File: src/assert_macros.svh
// assertion macros shared by the porous cell coefficient rtl
`ifndef ASSERT_MACROS_SVH
`define ASSERT_MACROS_SVH

// same-cycle implication, quiet during reset
`define PCC_ASSERT_IMPLIES(label, clk, rst_n, ante, cons) \
    label: assert property (@(posedge clk) disable iff (!rst_n) (ante) |-> (cons)) \
        else $error("pcc implication check failed");

// next-cycle implication, quiet during reset
`define PCC_ASSERT_NEXT(label, clk, rst_n, ante, cons) \
    label: assert property (@(posedge clk) disable iff (!rst_n) (ante) |=> (cons)) \
        else $error("pcc next-cycle check failed");

`endif

File: src/pcc_pkg.sv
// types, constants and helpers of the porous cell coefficient block
package pcc_pkg;

    localparam int unsigned DATA_W    = 32;
    localparam int unsigned COEF_W    = 64;
    localparam int unsigned CFG_IDX_W = 3;
    localparam int unsigned FRAC_W    = 16;
    localparam int unsigned SUM_W     = 50;

    typedef logic signed [DATA_W-1:0] q16_t;

    typedef enum logic [CFG_IDX_W-1:0] {
        REG_PERM_COEFS     = 3'd0,
        REG_PORO_COEFS     = 3'd1,
        REG_DENS_SLOPE     = 3'd2,
        REG_DENS_OFFSET    = 3'd3,
        REG_VOLUME_OVER_DT = 3'd4,
        REG_INV_VISC       = 3'd5
    } cfg_reg_t;

    typedef struct packed {
        logic [COEF_W-1:0] perm_coefs;
        logic [COEF_W-1:0] poro_coefs;
        q16_t              dens_slope;
        q16_t              dens_offset;
        q16_t              volume_over_dt;
        q16_t              inv_visc;
    } pcc_cfg_t;

    // q8.8 coefficient idx of a packed word as q16.16, zero at or above terms
    function automatic q16_t coef_q16(input logic [COEF_W-1:0] word,
                                      input logic [1:0] idx,
                                      input int unsigned terms);
        logic [15:0] raw;
        raw = word[{idx, 4'b0000} +: 16];
        if (32'(idx) >= terms)
        begin
            return '0;
        end
        return q16_t'({{8{raw[15]}}, raw, 8'h00});
    endfunction

endpackage

File: src/pcc_regs.sv
// configuration register file of the porous cell coefficient block
module pcc_regs (
    input  logic                          clk,
    input  logic                          rst_n,
    input  logic                          cfg_valid,
    output logic                          cfg_ready,
    input  logic [pcc_pkg::CFG_IDX_W-1:0] cfg_index,
    input  logic [pcc_pkg::COEF_W-1:0]    cfg_data,
    output pcc_pkg::pcc_cfg_t             cfg
);
    import pcc_pkg::*;

    pcc_cfg_t cfg_reg;
    pcc_cfg_t cfg_next;

    assign cfg_ready = 1'b1;

    always_comb
    begin
        cfg_next = cfg_reg;
        if (cfg_valid && cfg_ready)
        begin
            case (cfg_index)
                REG_PERM_COEFS:     cfg_next.perm_coefs     = cfg_data;
                REG_PORO_COEFS:     cfg_next.poro_coefs     = cfg_data;
                REG_DENS_SLOPE:     cfg_next.dens_slope     = q16_t'(cfg_data[DATA_W-1:0]);
                REG_DENS_OFFSET:    cfg_next.dens_offset    = q16_t'(cfg_data[DATA_W-1:0]);
                REG_VOLUME_OVER_DT: cfg_next.volume_over_dt = q16_t'(cfg_data[DATA_W-1:0]);
                REG_INV_VISC:       cfg_next.inv_visc       = q16_t'(cfg_data[DATA_W-1:0]);
                default:            cfg_next = cfg_reg;
            endcase
        end
    end

    always_ff @(posedge clk or negedge rst_n)
    begin
        if (!rst_n)
        begin
            cfg_reg <= '0;
        end
        else
        begin
            cfg_reg <= cfg_next;
        end
    end

    assign cfg = cfg_reg;

endmodule

File: config.mk
export PLATFORM = sky130hd
export DESIGN_NAME = pcc_regs
export DESIGN_NICKNAME = d
export VERILOG_FILES = /design/src/assert_macros.svh /design/src/pcc_pkg.sv /design/src/pcc_regs.sv
export SDC_FILE = /design/constraint.sdc
export NUM_CORES = 1
export LEC_CHECK = 0
export CORE_ASPECT_RATIO = 1.1
export CORE_MARGIN = 3
export CORE_UTILIZATION = 48
export CTS_CLUSTER_DIAMETER = 60
export DETAILED_ROUTE_END_ITERATION = 10
export DONT_BUFFER_PORTS = 1
export PLACE_DENSITY = 0.67
export SLEW_MARGIN = 25
export SYNTH_ARGS = -nofsm -noshare
export SYNTH_HDL_FRONTEND = slang
export SYNTH_SLANG_ARGS = --single-unit
File: constraint.sdc
create_clock -name clk -period 0.8 [get_ports clk]
set_input_delay 0.2 -clock clk [delete_from_list [all_inputs] [get_ports clk]]
set_output_delay 0.2 -clock clk [all_outputs]
set_load 0.02 [all_outputs]
* Word-level counts from Yosys, hierarchy flattened *
Index checks and enable logic that the tools add are counted.

storage, ports and cells
  bits of input ports = 70
  bits in latches = 0
  RAM bits = 0
  ROM bits = 0
  memories = 0
  flip-flop bits (word level) = 256
  output and inout port bits = 257

operators by class
  reduce and logical (&&, ||, !) cells = 7
  add/subtract/negate cells = 0
  divide/modulo/power cells = 0
  multiplexer cells = 0
  magnitude comparators = 0
  shifts and indexed selects = 0
  bitwise operators = 0
  multipliers = 0
  equal/unequal tests = 5

operators with widths
  cell                  number
  $reduce_and A2 Y1     6
  $eq A3 B2 Y1 const B  2
  $eq A3 B3 Y1 const B  2
  $eq A3 B1 Y1 const B  1
  $logic_not A3 Y1      1

* Longest topological paths before layout *
  word-level depth = 2
  gate-level depth with buffers = 4
  mapped depth without buffers = 2

* Least setup slack after synthesis *
OpenSTA, ideal clock, no wires.

  kind = input-to-reg
  start point = input port cfg_index[1] in the netlist's numbering
  end point = register cfg_reg, in the netlist cfg[193]
  library setup time = 0.125 ns
  arrival time = 1.126 ns
  required time = 0.675 ns
  buffers on the path = 2
  stages = 4
  setup slack = -0.451 ns
  cells stage by stage = nor4b_2 buf_4 buf_6 mux2_2

on the way
  word-level cells in the longest chain between the ends = 2

ends and longest elaborated chain
  item                         RTL line        RTL
  from (decl)                  pcc_regs.sv:7   input logic [pcc_pkg::CFG_IDX_W-1:0] cfg_index,
  $logic_not A3 Y1             pcc_regs.sv:23  case (cfg_index)
  $reduce_and A2 Y1 (no line)  --
  to (signal assigned)         pcc_regs.sv:43  cfg_reg <= cfg_next;
  to (decl)                    pcc_regs.sv:13  pcc_cfg_t cfg_reg;

Every way passes these cells.
A chain may end at the register's enable or synchronous reset.

* Worst setup path after layout *
  start point = register cfg_reg, in the netlist cfg[243]
  end point = output port cfg[243] in the netlist's numbering

RTL lines
  item       RTL line       RTL
  to (decl)  pcc_regs.sv:9  output pcc_pkg::pcc_cfg_t cfg

No word-level cell between the ends.

==> impl_metrics.csv <==
group,metric,value,unit
status,status,"finished, violations left",
status,violations,"negative hold slack, negative setup slack",
critical_path,end_kind,"output pin",
clock_tree,cts_sinks,256,
power,p_per_area,3008,nW/µm²
yosys,avgSynthCellArea,17.98,µm²
grt,grt_pass1_wl,48180,µm
power,ir_drop,2.298,mV
floorplanning,rows,54,
yosys,ys_seq_area_share,65.01,%
detailed_routing,first_pass_iters,4,
hold_path,hp-class,"in -> async",
timing,finalMaxSlewViolations,0,
cells_and_area,nFillCells,766,
critical_path,cp-start-kind,"flop",
critical_path,cp.arrival,1140,ps
clock_tree,holdBufCountCts,64,
grt,busiest_layer,"met2",
cells_and_area,final_nets,1132,
cells_and_area,largest_register_ffs,256,
timing,hold_viol_final,256,
timing,fin_crit_sh,167.5,%
yosys,synth_warnings,0,
power,power,0.05143,W
clock_tree,cts_made_buffers,27,
floorplanning,fp.dieW,142.6,µm
clock_tree,cts_tree,"built",
clock_tree,h-tree-depth,1,
floorplanning,ioPinCount,327,
grt,grt_max_degree,257,
clock_tree,clk_pin_slew,70,ps
detailed_routing,vias_per_cell,5.376,
yosys,syn_nets,618,
floorplanning,core_area,20000,µm²
timing,finalSetupViolCount,452,
place,port_buffers,0,
yosys,synth_seq_cells,256,
grt,overflow,0,
floorplanning,die-area,22290,µm²
timing,rsz0062_at_grt,"yes",
timing,fmax,746.1,MHz
yosys,netlist_instances,548,
grt,gr-usage-met3,7.457,%
cells_and_area,design_area,17100,µm²
detailed_routing,drc_errors,0,
timing,finalClockSkew,0,ps
timing,layout_min_cycle_time,1340,ps
grt,grtUsageMet2,49.75,%
place,place_area,12350,µm²
critical_path,required,600,ps
grt,track_usage,28.14,%
cells_and_area,seq_area,6406,µm²
critical_path,cp_slowest_cell,"dfrtp_1",
critical_path,worst-setup-path-type,"reg -> out",
cells_and_area,multiInputGateArea,3744,µm²
place,pre_cts_ws,-572.7,ps
place,gp_congestion,0.8033,
detailed_routing,ant_nets,0,
critical_path,cpLargestDelayFamily,"flip-flops",
detailed_routing,dr_total_vias,7166,
yosys,synth.area.top_cells,"dfrtp_1, mux2_2, mux2_4, mux2_1, buf_6",
clock_tree,clockRootBuffer,"clkbuf_16",
clock_tree,clockBufferDepth,3,
job,drv_cap,0,
yosys,yosysUniqueCellTypes,12,
detailed_routing,drt_wl_total,36960,µm
grt,antenna_found_initial,2,
cells_and_area,utilization,85.50,%
critical_path,crit_buf_inv,1,
place,place_hpwl,16660,µm
grt,met1_usage,32.50,%
yosys,synth_area,9854,µm²
grt,grt_pass1_vias,7861,
cells_and_area,area_growth_syn_to_layout,73.53,%
floorplanning,die_height,156.3,µm
detailed_routing,wl_per_cell,27.73,µm
floorplanning,floorplan.initialDensity,49.27,%
critical_path,cp_cell_sequence,"buf_6",
timing,setup_ws,-540.3,ps
yosys,synth_area_leader_cell,"dfrtp_1",
detailed_routing,first_iter_violations,309,
power,p_leak,8.251,nW
timing,whs,-631.1,ps
yosys,synth_top_area_share,65.01,%
critical_path,critPathMaxStageDelay,450,ps
clock_tree,insertion_delay,520,ps
critical_path,cp_max_fo,2,
cells_and_area,final_layout_size_suffix_gt1_share,69.72,%
-- worst paths after layout --
check | cells past startpoint | end | from | slack (ps)
min | 0 | cfg[173] | rst_n | -630
max in group asynchronous | 0 | cfg[108] | rst_n | 1070
max reg2reg | 3 | cfg[243] | cfg[243] | -300
min reg2reg | 1 | cfg[76] | cfg[76] | 530
min in group clk | 4 | cfg[196] | cfg_index[2] | 240
max | 1 | cfg[243] | cfg[243] | -540
-- Yosys cell counts --
| cell type | n |
|---|---|
| buf_4 | 2 |
| buf_2 | 8 |
| dfrtp_1 | 256 |
| mux2_4 | 60 |
| mux2_1 | 41 |
| nor4b_2 | 1 |
| conb_1 | 1 |
| buf_6 | 19 |
| and4bb_1 | 2 |
| mux2_2 | 155 |
| nand4b_1 | 2 |
| nor4bb_1 | 1 |
-- layer usage --
metal	routed length [µm]	vias to the layer above
met4	1608	2
met5	13	-
met3	2329	107
met2	19410	338
met1	13600	3751
li1	-	2968
-- area by class of cell --
| cell class | count | area share [%] |
|---|---|---|
| diodes | 1 | 0.01463 |
| multi-input cells | 263 | 21.89 |
| repair buffers | 514 | 33.45 |
| clock inverters | 14 | 1.076 |
| clock buffers | 33 | 4.258 |
| well taps | 252 | 1.844 |
| flip-flops and latches | 256 | 37.46 |
-- repair_timing --
action | in CTS | in global routing
gates cloned | 4 | 5
endpoints found under the hold margin | 512 | 256
pin swaps | 1 | 3
endpoints found under the setup margin | 295 | 451
resized for setup | 331 | 153
buffers inserted | 98 | 94
-- layout by cell type, fill, tap and decap left out --
cell type,n
nand4b_1,2
and4bb_4,1
clkbuf_8,3
mux2_2,52
buf_16,2
clkinv_2,7
nor4b_4,1
diode_2,1
nor4bb_4,1
buf_4,55
inv_8,1
buf_12,14
mux2_1,1
mux2_4,203
buf_6,370
dlygate4sd3_1,64
buf_8,6
clkbuf_1,3
conb_1,1
bufinv_16,4
dfrtp_1,256
clkinv_4,2
clkbuf_16,30
and4bb_2,1
-- per-stage QoR --
step	hold slack (ps)	setup TNS (ps)	cells
finish	-631.1	-141630	1333
global route	-653.0	-152270	1333
CTS	-641.9	-132530	1263
detailed placement	-90.47	-114390	1050
global placement	-87.25	-111930	1050
floorplan	-95.59	-95430	548
-- kinds of logic after synthesis --
family,count (synthesis),synth area share (%)
buffers and inverters,29,2.730
and+or+nand+nor,6,0.6856
DFF,256,65.01
muxes,256,31.54
other,1,0.03805
-- power breakdown --
part	switching, W	internal [W]
sequential	0.00288	0.0158
combinational	0.00777	0.0117
clock	0.00549	0.00777
No activity file was read; power rests on OpenSTA's default activity.
